===== src/scr_pkg.sv =====
// Shared types and constants for the SCPI command recognizer.
// Holds result and error codes, the fixed command text table and the match control struct.
// No dependencies.
`timescale 1ns / 1ps

package scr_pkg;

    // Input item kinds
    localparam logic MODE_BYTE  = 1'b0;
    localparam logic MODE_CLEAR = 1'b1;

    // Result codes
    localparam logic [2:0] CODE_OVERRUN   = 3'd0;
    localparam logic [2:0] CODE_UNDEFINED = 3'd1;
    localparam logic [2:0] CODE_FIRST_CMD = 3'd2;

    // Error queue entries
    localparam logic [1:0] ERR_NONE         = 2'd0;
    localparam logic [1:0] ERR_UNDEF_HEADER = 2'd1;
    localparam logic [1:0] ERR_OVERRUN      = 2'd2;

    // Command table
    localparam int NUM_CMDS    = 5;
    localparam int CMD_MAX_LEN = 10;
    localparam int CMD_IDX_W   = 4;

    localparam int CMD_IDN      = 0;
    localparam int CMD_RST      = 1;
    localparam int CMD_MEAS     = 2;
    localparam int CMD_SYST_UPT = 3;
    localparam int CMD_SYST_ERR = 4;

    localparam logic [CMD_IDX_W-1:0] CMD_LEN [NUM_CMDS] = '{
        4'd5, 4'd4, 4'd10, 4'd9, 4'd9
    };

    // Upper-case command text, zero padded
    localparam logic [7:0] CMD_TEXT [NUM_CMDS][CMD_MAX_LEN] = '{
        // *IDN?
        '{8'h2A, 8'h49, 8'h44, 8'h4E, 8'h3F, 8'h00, 8'h00, 8'h00, 8'h00, 8'h00},
        // *RST
        '{8'h2A, 8'h52, 8'h53, 8'h54, 8'h00, 8'h00, 8'h00, 8'h00, 8'h00, 8'h00},
        // MEAS:TEMP?
        '{8'h4D, 8'h45, 8'h41, 8'h53, 8'h3A, 8'h54, 8'h45, 8'h4D, 8'h50, 8'h3F},
        // SYST:UPT?
        '{8'h53, 8'h59, 8'h53, 8'h54, 8'h3A, 8'h55, 8'h50, 8'h54, 8'h3F, 8'h00},
        // SYST:ERR?
        '{8'h53, 8'h59, 8'h53, 8'h54, 8'h3A, 8'h45, 8'h52, 8'h52, 8'h3F, 8'h00}
    };

    // Control from the sequencer to the match unit
    typedef struct packed {
        logic                 load;
        logic                 step;
        logic [CMD_IDX_W-1:0] len;
        logic [CMD_IDX_W-1:0] idx;
    } scr_match_ctl_t;

endpackage


===== src/scr_store.sv =====
// Command byte store: one write port, one read port with registered read data.
// Depends on nothing.
`timescale 1ns / 1ps

module scr_store #(
    parameter int BUFFER_DEPTH = 128
) (
    input  logic                            clk,
    input  logic                            wr_en,
    input  logic [$clog2(BUFFER_DEPTH)-1:0] wr_addr,
    input  logic [7:0]                      wr_data,
    input  logic                            rd_en,
    input  logic [$clog2(BUFFER_DEPTH)-1:0] rd_addr,
    output logic [7:0]                      rd_data
);

    logic [7:0] mem [BUFFER_DEPTH];
    logic [7:0] rd_data_reg;

    always_ff @(posedge clk)
    begin
        if (wr_en)
        begin
            mem[wr_addr] <= wr_data;
        end
        if (rd_en)
        begin
            rd_data_reg <= mem[rd_addr];
        end
    end

    assign rd_data = rd_data_reg;

endmodule


===== src/scr_match.sv =====
// Match unit: keeps one candidate bit per command, narrowed one stored byte at a time.
// Depends on scr_pkg.
`timescale 1ns / 1ps

module scr_match (
    input  logic                       clk,
    input  logic                       rst_n,
    input  scr_pkg::scr_match_ctl_t    ctl,
    input  logic [7:0]                 rd_data,
    output logic [scr_pkg::NUM_CMDS-1:0] mask
);

    logic [scr_pkg::NUM_CMDS-1:0] mask_reg;
    logic [scr_pkg::NUM_CMDS-1:0] mask_next;
    logic [7:0]                   folded;

    // Fold a-z to upper case before comparing
    assign folded = (rd_data >= 8'h61 && rd_data <= 8'h7A) ? rd_data - 8'h20 : rd_data;

    always_comb
    begin
        mask_next = mask_reg;
        if (ctl.load)
        begin
            for (int k = 0; k < scr_pkg::NUM_CMDS; k++)
            begin
                mask_next[k] = (ctl.len == scr_pkg::CMD_LEN[k]);
            end
        end
        else if (ctl.step)
        begin
            for (int k = 0; k < scr_pkg::NUM_CMDS; k++)
            begin
                if (scr_pkg::CMD_TEXT[k][ctl.idx] != folded)
                begin
                    mask_next[k] = 1'b0;
                end
            end
        end
    end

    always_ff @(posedge clk or negedge rst_n)
    begin
        if (!rst_n)
        begin
            mask_reg <= '0;
        end
        else
        begin
            mask_reg <= mask_next;
        end
    end

    assign mask = mask_reg;

endmodule


===== src/scpi_command_recognizer.sv =====
// Top level of the SCPI command recognizer: sequencer, length tracking and error queue.
// Depends on scr_pkg, scr_store and scr_match.
`timescale 1ns / 1ps

// Usage
//   Input channel (in_valid / in_stall): one transfer per message byte or device
//   clear. Message bytes without end_of_message leave the block idle, so a message
//   streams in at one byte per cycle with in_stall low.
//   A byte with end_of_message starts recognition: the block reads back up to ten
//   stored bytes from the store memory (one read per cycle, registered read
//   data), then resolves the command. in_stall stays high through the read
//   sweep and the resolve step (a discarded message skips the sweep; a
//   blank-only or out-of-range message reads no bytes), and for as long as the
//   output register stays full.
//   Output channel (out_valid / out_stall): one result transfer per ended
//   message, held in an output register. A new message is accepted while a
//   result waits; the next result waits in the resolve step until the output
//   register frees up, holding in_stall high meanwhile.
//   Reset clears the length, the discard flag and the error queue; the store
//   memory is not cleared, since only written entries are ever read.
module scpi_command_recognizer #(
    parameter int BUFFER_DEPTH = 128
) (
    input  logic       clk,
    input  logic       rst_n,
    input  logic       in_valid,
    output logic       in_stall,
    input  logic       mode,
    input  logic [7:0] data_byte,
    input  logic       start_of_message,
    input  logic       end_of_message,
    output logic       out_valid,
    input  logic       out_stall,
    output logic [2:0] command_code,
    output logic [1:0] reported_error,
    output logic       error_pending
);

    localparam int LW = $clog2(BUFFER_DEPTH);
    localparam logic [LW-1:0] MAX_LEN = LW'(BUFFER_DEPTH - 1);
    localparam logic [LW-1:0] SCAN_LIMIT = LW'(scr_pkg::CMD_MAX_LEN);

    typedef enum logic [2:0] {
        ST_IDLE = 3'b001,
        ST_SCAN = 3'b010,
        ST_DONE = 3'b100
    } scr_state_t;

    scr_state_t state_reg, state_next;

    logic [LW-1:0] len_reg, len_next;
    logic [LW-1:0] nonws_reg, nonws_next;   // length with trailing blanks stripped
    logic          discard_reg, discard_next;
    logic [1:0]    err_reg, err_next;
    logic          overrun_reg, overrun_next;

    logic [scr_pkg::CMD_IDX_W-1:0] scan_len_reg, scan_len_next;
    logic [scr_pkg::CMD_IDX_W-1:0] scan_cnt_reg, scan_cnt_next;
    logic [scr_pkg::CMD_IDX_W-1:0] cmp_idx_reg, cmp_idx_next;
    logic                          cmp_valid_reg, cmp_valid_next;

    logic       out_valid_reg, out_valid_next;
    logic [2:0] code_reg, code_next;
    logic [1:0] rep_reg, rep_next;
    logic       pend_reg, pend_next;

    logic          accept;
    logic          out_free;
    logic [LW-1:0] base_len;
    logic [LW-1:0] base_nonws;
    logic          base_discard;
    logic          full;
    logic          is_blank;
    logic [LW-1:0] grown_len;
    logic [LW-1:0] grown_nonws;

    logic          mem_wr_en;
    logic          mem_rd_en;
    logic [LW-1:0] mem_rd_addr;
    logic [7:0]    mem_rd_data;

    scr_pkg::scr_match_ctl_t       match_ctl;
    logic [scr_pkg::NUM_CMDS-1:0]  mask;
    logic [2:0]                    hit_code;

    assign in_stall = (state_reg != ST_IDLE);
    assign accept   = in_valid && !in_stall;
    assign out_free = !out_valid_reg || !out_stall;

    // Start of message restarts length and discard before this byte is stored
    assign base_len     = start_of_message ? '0 : len_reg;
    assign base_nonws   = start_of_message ? '0 : nonws_reg;
    assign base_discard = start_of_message ? 1'b0 : discard_reg;
    assign full         = (base_len >= MAX_LEN);
    assign is_blank     = (data_byte == 8'h0A) || (data_byte == 8'h0D) || (data_byte == 8'h20);
    assign grown_len    = full ? base_len : base_len + LW'(1);
    assign grown_nonws  = (full || is_blank) ? base_nonws : base_len + LW'(1);

    assign mem_wr_en   = accept && (mode == scr_pkg::MODE_BYTE) && !full;
    assign mem_rd_addr = LW'(scan_cnt_reg);

    scr_store #(
        .BUFFER_DEPTH(BUFFER_DEPTH)
    ) u_store (
        .clk     (clk),
        .wr_en   (mem_wr_en),
        .wr_addr (base_len),
        .wr_data (data_byte),
        .rd_en   (mem_rd_en),
        .rd_addr (mem_rd_addr),
        .rd_data (mem_rd_data)
    );

    scr_match u_match (
        .clk     (clk),
        .rst_n   (rst_n),
        .ctl     (match_ctl),
        .rd_data (mem_rd_data),
        .mask    (mask)
    );

    // Candidate bits are mutually exclusive; pick the code of the one left
    always_comb
    begin
        hit_code = scr_pkg::CODE_UNDEFINED;
        for (int k = scr_pkg::NUM_CMDS - 1; k >= 0; k--)
        begin
            if (mask[k])
            begin
                hit_code = scr_pkg::CODE_FIRST_CMD + 3'(k);
            end
        end
    end

    always_comb
    begin
        state_next     = state_reg;
        len_next       = len_reg;
        nonws_next     = nonws_reg;
        discard_next   = discard_reg;
        err_next       = err_reg;
        overrun_next   = overrun_reg;
        scan_len_next  = scan_len_reg;
        scan_cnt_next  = scan_cnt_reg;
        cmp_idx_next   = cmp_idx_reg;
        cmp_valid_next = 1'b0;
        code_next      = code_reg;
        rep_next       = rep_reg;
        pend_next      = pend_reg;
        out_valid_next = out_valid_reg && out_stall;
        mem_rd_en      = 1'b0;
        match_ctl      = '0;

        case (state_reg)
            ST_IDLE:
            begin
                if (accept)
                begin
                    if (mode == scr_pkg::MODE_CLEAR)
                    begin
                        len_next     = '0;
                        nonws_next   = '0;
                        discard_next = 1'b0;
                    end
                    else
                    begin
                        len_next     = grown_len;
                        nonws_next   = grown_nonws;
                        discard_next = base_discard || full;
                        if (end_of_message)
                        begin
                            overrun_next = base_discard || full;
                            if (base_discard || full)
                            begin
                                state_next = ST_DONE;
                            end
                            else
                            begin
                                // Strip trailing blanks; anything longer than the
                                // longest command scans as length zero and misses
                                len_next      = grown_nonws;
                                scan_len_next = (grown_nonws > SCAN_LIMIT) ? '0
                                                : grown_nonws[scr_pkg::CMD_IDX_W-1:0];
                                scan_cnt_next = '0;
                                match_ctl.load = 1'b1;
                                match_ctl.len  = (grown_nonws > SCAN_LIMIT) ? '0
                                                 : grown_nonws[scr_pkg::CMD_IDX_W-1:0];
                                state_next     = ST_SCAN;
                            end
                        end
                    end
                end
            end

            ST_SCAN:
            begin
                // Issue one read per cycle; compare each byte in the cycle after its read
                if (scan_cnt_reg < scan_len_reg)
                begin
                    mem_rd_en      = 1'b1;
                    scan_cnt_next  = scan_cnt_reg + 1'b1;
                    cmp_valid_next = 1'b1;
                    cmp_idx_next   = scan_cnt_reg;
                end
                match_ctl.step = cmp_valid_reg;
                match_ctl.idx  = cmp_idx_reg;
                if ((scan_len_reg == '0) ||
                    (cmp_valid_reg && (cmp_idx_reg == scan_len_reg - 1'b1)))
                begin
                    cmp_valid_next = 1'b0;
                    state_next     = ST_DONE;
                end
            end

            ST_DONE:
            begin
                // Hold the result here until the output register is free
                if (out_free)
                begin
                    rep_next = scr_pkg::ERR_NONE;
                    if (overrun_reg)
                    begin
                        code_next = scr_pkg::CODE_OVERRUN;
                        if (err_reg == scr_pkg::ERR_NONE)
                        begin
                            err_next = scr_pkg::ERR_OVERRUN;
                        end
                    end
                    else if (mask == '0)
                    begin
                        code_next = scr_pkg::CODE_UNDEFINED;
                        if (err_reg == scr_pkg::ERR_NONE)
                        begin
                            err_next = scr_pkg::ERR_UNDEF_HEADER;
                        end
                    end
                    else
                    begin
                        code_next = hit_code;
                        if (mask[scr_pkg::CMD_RST])
                        begin
                            err_next = scr_pkg::ERR_NONE;
                        end
                        if (mask[scr_pkg::CMD_SYST_ERR])
                        begin
                            rep_next = err_reg;
                            err_next = scr_pkg::ERR_NONE;
                        end
                    end
                    pend_next      = (err_next != scr_pkg::ERR_NONE);
                    out_valid_next = 1'b1;
                    state_next     = ST_IDLE;
                end
            end

            default:
            begin
                state_next = ST_IDLE;
            end
        endcase
    end

    always_ff @(posedge clk or negedge rst_n)
    begin
        if (!rst_n)
        begin
            state_reg     <= ST_IDLE;
            len_reg       <= '0;
            nonws_reg     <= '0;
            discard_reg   <= 1'b0;
            err_reg       <= scr_pkg::ERR_NONE;
            overrun_reg   <= 1'b0;
            scan_len_reg  <= '0;
            scan_cnt_reg  <= '0;
            cmp_idx_reg   <= '0;
            cmp_valid_reg <= 1'b0;
            out_valid_reg <= 1'b0;
        end
        else
        begin
            state_reg     <= state_next;
            len_reg       <= len_next;
            nonws_reg     <= nonws_next;
            discard_reg   <= discard_next;
            err_reg       <= err_next;
            overrun_reg   <= overrun_next;
            scan_len_reg  <= scan_len_next;
            scan_cnt_reg  <= scan_cnt_next;
            cmp_idx_reg   <= cmp_idx_next;
            cmp_valid_reg <= cmp_valid_next;
            out_valid_reg <= out_valid_next;
        end
    end

    // Result payload
    always_ff @(posedge clk)
    begin
        code_reg <= code_next;
        rep_reg  <= rep_next;
        pend_reg <= pend_next;
    end

    assign out_valid      = out_valid_reg;
    assign command_code   = code_reg;
    assign reported_error = rep_reg;
    assign error_pending  = pend_reg;

    // The stripped length never runs past the stored length
    a_nonws_bound: assert property (@(posedge clk) disable iff (!rst_n)
        nonws_reg <= len_reg)
        else $error("stripped length exceeds stored length");

    // The store never holds more than its depth minus one
    a_len_bound: assert property (@(posedge clk) disable iff (!rst_n)
        len_reg <= MAX_LEN)
        else $error("stored length beyond store depth");

    // Store writes and read-back sweeps never overlap
    a_rw_interlock: assert property (@(posedge clk) disable iff (!rst_n)
        mem_rd_en |-> !mem_wr_en)
        else $error("store read and write in the same cycle");

    // A compare only lands while the sweep runs
    a_cmp_in_scan: assert property (@(posedge clk) disable iff (!rst_n)
        cmp_valid_reg |-> (state_reg == ST_SCAN))
        else $error("byte compare outside scan");

    // A new result only comes out of the resolve step
    a_result_source: assert property (@(posedge clk) disable iff (!rst_n)
        $rose(out_valid_reg) |-> ($past(state_reg) == ST_DONE))
        else $error("result raised outside resolve step");

    // At most one command survives the compare
    a_single_hit: assert property (@(posedge clk) disable iff (!rst_n)
        ((state_reg == ST_DONE) && !overrun_reg) |-> $onehot0(mask))
        else $error("more than one command matched");

endmodule

===== config.mk =====
export PLATFORM = sky130hd
export DESIGN_NAME = scpi_command_recognizer
export DESIGN_NICKNAME = d
export VERILOG_FILES = /design/src/scr_pkg.sv /design/src/scr_store.sv /design/src/scr_match.sv /design/src/scpi_command_recognizer.sv
export SDC_FILE = /design/constraint.sdc
export NUM_CORES = 1
export LEC_CHECK = 0
export ABC_AREA = 1
export BUFFER_PORTS_ARGS = -buffer_cell sky130_fd_sc_hd__clkbuf_2
export CORE_MARGIN = 3
export CORE_UTILIZATION = 60
export CTS_CLUSTER_SIZE = 28
export DETAILED_ROUTE_END_ITERATION = 8
export PLACE_DENSITY = 0.86
export SYNTH_ARGS = -nofsm -noshare
export SYNTH_HDL_FRONTEND = slang
export SYNTH_SLANG_ARGS = --single-unit

===== constraint.sdc =====
create_clock -name clk -period 2.5 [get_ports clk]
set_input_delay 0.125 -clock clk [delete_from_list [all_inputs] [get_ports clk]]
set_output_delay 0.125 -clock clk [all_outputs]
set_load 0.01 [all_outputs]

==> run metrics, run 1 <==
overflow left after global routing 0; Crit Path Class reg2reg; die area 16200 sq um; initial core utilization 0.625; HP Class in2reg; Buffers on Ports 22; die height 127 um; antenna cells 0; Pre-antenna DRT Iters 5; Req. time, crit path 2.86 ns; crit path capture type flop; switching share of total power 0.347; Worst-Margin Slew 0.995 ns; Final #Nets 977; Slew Limit Fails 0; reg-to-reg setup timing slack 0.16 ns; Final Cell Area 10200 sq um; max FFs per register 128; Register-to-Register Path Depth 17; Antenna Violating Nets Remaining 0; final worst path period share 0.936; Fin. Hold Viols 0; vias in the first global route 6410; main flop type after synthesis edfxtp_1; share of the synthesized area in the top cell type 0.482; post-DP HPWL 13900 um; cell area after synthesis 8850 sq um; Final Setup Violations 0; DRC violations left 0; clk root buf clkbuf_16; FF-to-FF Start len_reg[1]$_DFFE_PN0P_; DR vias 6868; Setup crit start len_reg[1]$_DFFE_PN0P_; Pwr per Cell Area 876 nW/um^2; Via density 6.02; number of cells produced by synthesis 876; Hold Crit Start data_byte[5]; yosys warns 0; DRT iter0 DRCs 775; die width 127 um; worst hold stages 1; Reg-to-Reg End u_match.mask[4]$_DFFE_PN0P_; Routed WL 21000 um; outcome finished, final reports clean; initial antenna violation count 0; Core Region 14100 sq um; total negative setup slack 0 ns; row cnt 43; CTS Buf Count 17; worst-case clock buffer depth 2; clock skew 0.0116 ns; P_sw 3.08 mW; maximum VDD drop 0.000527 V; clk sinks 182; most frequent cells after synthesis 164 x nand2_1, 142 x edfxtp_1, 100 x nor2_1; total area of sequential cells 5270 sq um; syn avg cell area 10.1 sq um; arrival time at the worst endpoint 2.70 ns; syn nets 906; crit path time final 2.34 ns; first-pass GRT wire length 33000 um; top-count cell post-synth nand2_1; slew margin rel. 0.337; Synth async-reset ratio 0.220; Post-DP Area 9380 sq um; H-tree depth 4; GPL Wtd Cong 0.951; Clk pwr share 0.296; sequential share of power 0.425; Crit Path Max Fanout 9; area leader, netlist edfxtp_1; total track usage 0.263; synth-to-layout area growth 14.7%; Critical Path Source Type flop; Pint 5.81 mW; register area share after synthesis 0.595; largest net degree at the start of global routing 45; CTS tree built; fill cell count 943; Synth cell types 54; synthesized flop and latch total 182; Multi-input gate area 3230 sq um; top cells by area, synth edfxtp_1 48%, dfrtp_1 11%, nand2_1 7.0%; clk_lat worst skew 0.44 ns; number of synthesized flops with an enable pin 142; Leak 4.08 nW; Worst Hold End u_store.mem[5][5]$_DFFE_PP_; Worst-path clk slew 0.07 ns; detailed-route wire length per cell 18.5 um; MaxCap Viol Count 0; Comb power frac 0.278; layout cells sized above 1 0.181; I/O pins 23; Fmax achieved 427 MHz
-- how the worst max path moves through the flow --
stage                                   end  slack, ns
6_report        u_match.mask[4]$_DFFE_PN0P_       0.16
5_1_grt         u_match.mask[4]$_DFFE_PN0P_      -0.02
4_1_cts         u_match.mask[0]$_DFFE_PN0P_       0.09
3_5_place_dp    u_match.mask[4]$_DFFE_PN0P_       0.15
3_3_place_gp    u_match.mask[4]$_DFFE_PN0P_       0.19
2_1_floorplan  u_store.mem[15][0]$_DFFE_PP_       0.13
-- kinds of logic (layout without fill, tap and decap cells) --
family | count (synthesis) | in the layout | share of synthesized area
simple gates | 384 | 384 | 0.202
flops | 182 | 182 | 0.595
compound gates | 168 | 168 | 0.112
buf+inv | 103 | 187 | 0.0457
xor+xnor | 24 | 24 | 0.0238
fa+ha+maj | 15 | 15 | 0.0212
-- cell type report --
cell class	instances	area share
flip-flops and latches	182	0.519
multi-input cells	591	0.318
repair buffers	79	0.0537
clock buffers	17	0.0419
inverters	76	0.0291
well taps	180	0.0222
clock inverters	15	0.0163
-- cells in the final DEF (no fill, tap or decap), types with 8 or more instances in the layout --
master,netlist,layout
a21oi_1,27,26
a221oi_1,8,8
buf_4,0,54
clkbuf_16,0,17
clkbuf_2,0,22
dfrtp_1,39,38
edfxtp_1,142,142
ha_1,15,14
inv_1,64,60
inv_2,9,12
nand2_1,164,159
nand2_2,5,10
nand3_1,53,53
nand4_1,18,18
nor2_1,100,95
nor2_4,7,8
nor3_1,14,12
o21ai_0,75,74
o21ai_1,11,11
o22ai_1,15,15
xor2_1,17,17
-- power groups by stage --
stage	Combinational (mW)	Clock, mW	Sequential, mW
floorplan	1.67	0	3.76
global placement	2.28	0	3.82
detailed placement	2.35	0	3.83
CTS	2.39	2.65	3.77
global route	2.74	2.78	3.81
finish	2.48	2.63	3.78
-- critical path, cell delays in order (launching register included) --
cell     delay (ns)
dfrtp_1        0.38
inv_1          0.08
nor2_2         0.14
ha_2           0.22
nand3_2        0.09
nor2_4         0.15
nand2_4        0.08
nand2_8        0.10
inv_6          0.05
nand2_8        0.08
o21ai_2        0.06
nand2_1        0.12
nand2_2        0.08
nor2_4         0.12
nand4_1        0.16
nor2_2         0.18
nor2_1         0.06
nor2_1         0.11
-- per-stage QoR --
stage               std cells  setup slack [ns]  utilization  hold slack, ns  total power [mW]
floorplan                 876             0.132            -          -0.171              5.43
global placement         1092             0.189        0.663           0.325              6.10
detailed placement       1092             0.146        0.663           0.332              6.18
CTS                      1127            0.0882        0.707          0.0110              8.81
global route             1140           -0.0151        0.717          0.0242              9.33
finish                   1140             0.159        0.717          0.0206              8.89
-- repair_timing --
| action | CTS | global route |
|---|---|---|
| hold endpoints to repair | 41 | 0 |
| setup buffers | 0 | 13 |
| endpoints found under the setup margin | 0 | 96 |
| hold buffers | 3 | 0 |
| gates resized for setup | 0 | 21 |
-- metal layers --
| layer | track usage | up-vias | share of wire |
|---|---|---|---|
| met1 | 0.351 | 3235 | 0.39 |
| li1 | - | 3215 | - |
| met5 | 0 | - | 0 |
| met3 | 0.0497 | 48 | 0.079 |
| met4 | 0.101 | 0 | 0.026 |
| met2 | 0.432 | 370 | 0.50 |
No activity file was read; power rests on OpenSTA's default activity.
==> inputs of run 2 (changes only) <==
--- a/config.mk
+++ b/config.mk
@@ -7,7 +7,6 @@
 export LEC_CHECK = 0
 export ABC_AREA = 1
 export BUFFER_PORTS_ARGS = -buffer_cell sky130_fd_sc_hd__clkbuf_2
-export CORE_MARGIN = 3
 export CORE_UTILIZATION = 60
 export CTS_CLUSTER_SIZE = 28
 export DETAILED_ROUTE_END_ITERATION = 8
==> run 2 against run 1 <==
Final cell count down 0.88%. Fmax down 1.2%. Clock skew down 0.0023 ns. Largest power group unchanged. Utilization down 2.3 points. First-iteration DRC count up 1.4%. Hold slack better by 0.030 ns. Die area down 6.2%. Clock power down 2%. Count of clock-buffer cells in the layout unchanged. Critical path depth down 5.
==> run metrics, run 2 (synthesized netlist as in run 1, its figures left out) <==
arrival time at the worst endpoint 2.63 ns (-0.07 ns); final worst path period share 0.948 (+0.0114); clk root buf clkbuf_16; Stages on worst setup path 12 (-5); Pwr per Cell Area 878 nW/um^2 (+0.24%); Setup crit end len_reg[3]$_DFFE_PN0P_; Post-DP Area 9390 sq um (about the same); slew margin rel. 0.469 (+0.132); layout cells sized above 1 0.163 (-0.0185); Buffers on Ports 22 (unchanged); MaxCap Viol Count 0 (unchanged); Register-to-Register Path Depth 12 (-5); Worst path slowest cell o311ai_0; die width 123 um (-3.1%); initial antenna violation count 0 (unchanged); FF-to-FF Start len_reg[1]$_DFFE_PN0P_; Final Setup Violations 0 (unchanged); total track usage 0.296 (+0.0325); Worst-Margin Slew 0.796 ns (-0.198 ns); Critical Path, Cell by Cell inv_1 > nor2_4 > ha_2 > nand3_2 > nor2_4 > nand2_4 > nand2_8 > a21oi_2 > nand2_1 > inv_1 > o311ai_0 > o21ai_0; Slew Limit Fails 0 (unchanged); Setup crit start len_reg[1]$_DFFE_PN0P_; GPL Wtd Cong 0.915 (-3.8%); crit path time final 2.37 ns (+0.0285 ns); H-tree depth 4 (unchanged); DR vias 6891 (+0.33%); most frequent cells in the layout 161 x nand2_1, 142 x edfxtp_1, 95 x nor2_1; outcome finished, final reports clean; clock skew 0.00933 ns (-0.00229 ns); Fmax achieved 422 MHz (-1.2%); clk_lat worst skew 0.43 ns (about the same); Antenna Violating Nets Remaining 0 (unchanged); CP delay by family, top simple AND/OR/NAND/NOR gates; detailed-route wire length per cell 18.6 um (+0.90%); CP Buf/Inv Count 2 (unchanged); die height 123 um (-3.1%); maximum VDD drop 0.000611 V (+16%); I/O pins 23 (unchanged); HP Class in2reg; Fin. Hold Viols 0 (unchanged); initial core utilization 0.611 (-0.0142); die area 15200 sq um (-6.2%); reg-to-reg setup timing slack 0.13 ns (-0.03 ns); CTS tree built; Leak 4.00 nW (-2.0%); worst-case clock buffer depth 2 (unchanged); Worst-path clk slew 0.07 ns (about the same); Req. time, crit path 2.76 ns (-0.10 ns); Crit Path Class reg2reg; Reg-to-Reg End len_reg[3]$_DFFE_PN0P_; overflow left after global routing 0 (unchanged); antenna cells 0 (unchanged); final worst slack 0.130 ns (-0.0285 ns); Critical Path Source Type flop; Final #Nets 964 (-1.3%); clk sinks 182 (unchanged); Via density 6.10 (+1.2%); post-DP HPWL 13800 um (-1.1%); vias in the first global route 6575 (+2.6%); first-pass GRT wire length 33300 um (+0.81%); crit path capture type flop; synth-to-layout area growth 13.7%; worst hold stages 1 (unchanged); CTS Buf Count 17 (unchanged); Final Cell Area 10100 sq um (-0.94%); CP peak stage delay 0.40 ns (+0.02 ns); Routed WL 21100 um (about the same); Pre-antenna DRT Iters 5 (unchanged); Crit Path Max Fanout 6 (-3); row cnt 44 (+2.3%); DRC violations left 0 (unchanged); commonest non-fill, non-tap cell in the layout nand2_1; largest net degree at the start of global routing 68 (+51%); max FFs per register 128 (unchanged); Post-Place Worst Slack 0.115 ns (-0.0310 ns); Core Region 14500 sq um (+2.3%); DRT iter0 DRCs 786 (+1.4%)
==> run 2: worst min-delay path by stage <==
| stage | startpoint | to |
|---|---|---|
| after floorplan | rst_n | cmp_idx_reg[0]$_DFFE_PN0P_ |
| after global placement | rst_n | nonws_reg[4]$_DFFE_PN0P_ |
| after global routing | data_byte[5] | u_store.mem[4][5]$_DFFE_PP_ |
| after CTS | data_byte[5] | u_store.mem[4][5]$_DFFE_PP_ |
| final | data_byte[5] | u_store.mem[4][5]$_DFFE_PP_ |
| after detailed placement | rst_n | nonws_reg[6]$_DFFE_PN0P_ |
==> run 2: cell type report <==
cell class | instances | area, sq um
Timing Repair Buffer | 65 | 465
Timing Repair inverter | 1 | 5.00
Clock inverter | 14 | 150
Inverter | 76 | 295
Tap cell | 184 | 230
Multi-Input combinational cell | 591 | 3220
Clock buffer | 17 | 425
Sequential cell | 182 | 5270
Fill cell | 972 | 4420
==> run 2: worst reg2reg max path: cells and delay by family (launching register included) <==
family | cells | cell delay (ns)
adders and majority gates | 1 | 0.22
and+or+nand+nor | 6 | 0.70
AOI/OAI and AO/OA | 3 | 0.69
buffers and inverters | 2 | 0.22
DFF | 1 | 0.37
==> run 2: where the power goes <==
group	internal [mW]	total, mW	switching, mW
combinational	0.822	2.47	1.65
clock	1.40	2.58	1.18
sequential	3.56	3.78	0.220
==> run 2: stage by stage <==
stage               hold slack (ns)  utilization  std cells  setup TNS [ns]  power [mW]
floorplan                    -0.171            -        876               0        5.43
global placement              0.111        0.648       1093               0        6.11
detailed placement            0.119        0.648       1093               0        6.20
CTS                          0.0298        0.690       1127               0        8.76
global route                 0.0387        0.695       1130        -0.00713        9.23
finish                       0.0504        0.695       1130               0        8.83
==> run 2: timing repair <==
action                                  4_1_cts  5_1_grt
endpoints found under the hold margin        20        0
gates resized for setup                       0       18
hold buffers                                  3        0
endpoints found under the setup margin        0      112
buffers inserted                              0        2
==> run 2: layer usage <==
layer,up-vias,GRT usage,share of wire
met3,61,0.0586,0.078
li1,3197,-,-
met2,341,0.471,0.48
met1,3292,0.389,0.40
met4,0,0.145,0.036
met5,-,0,0
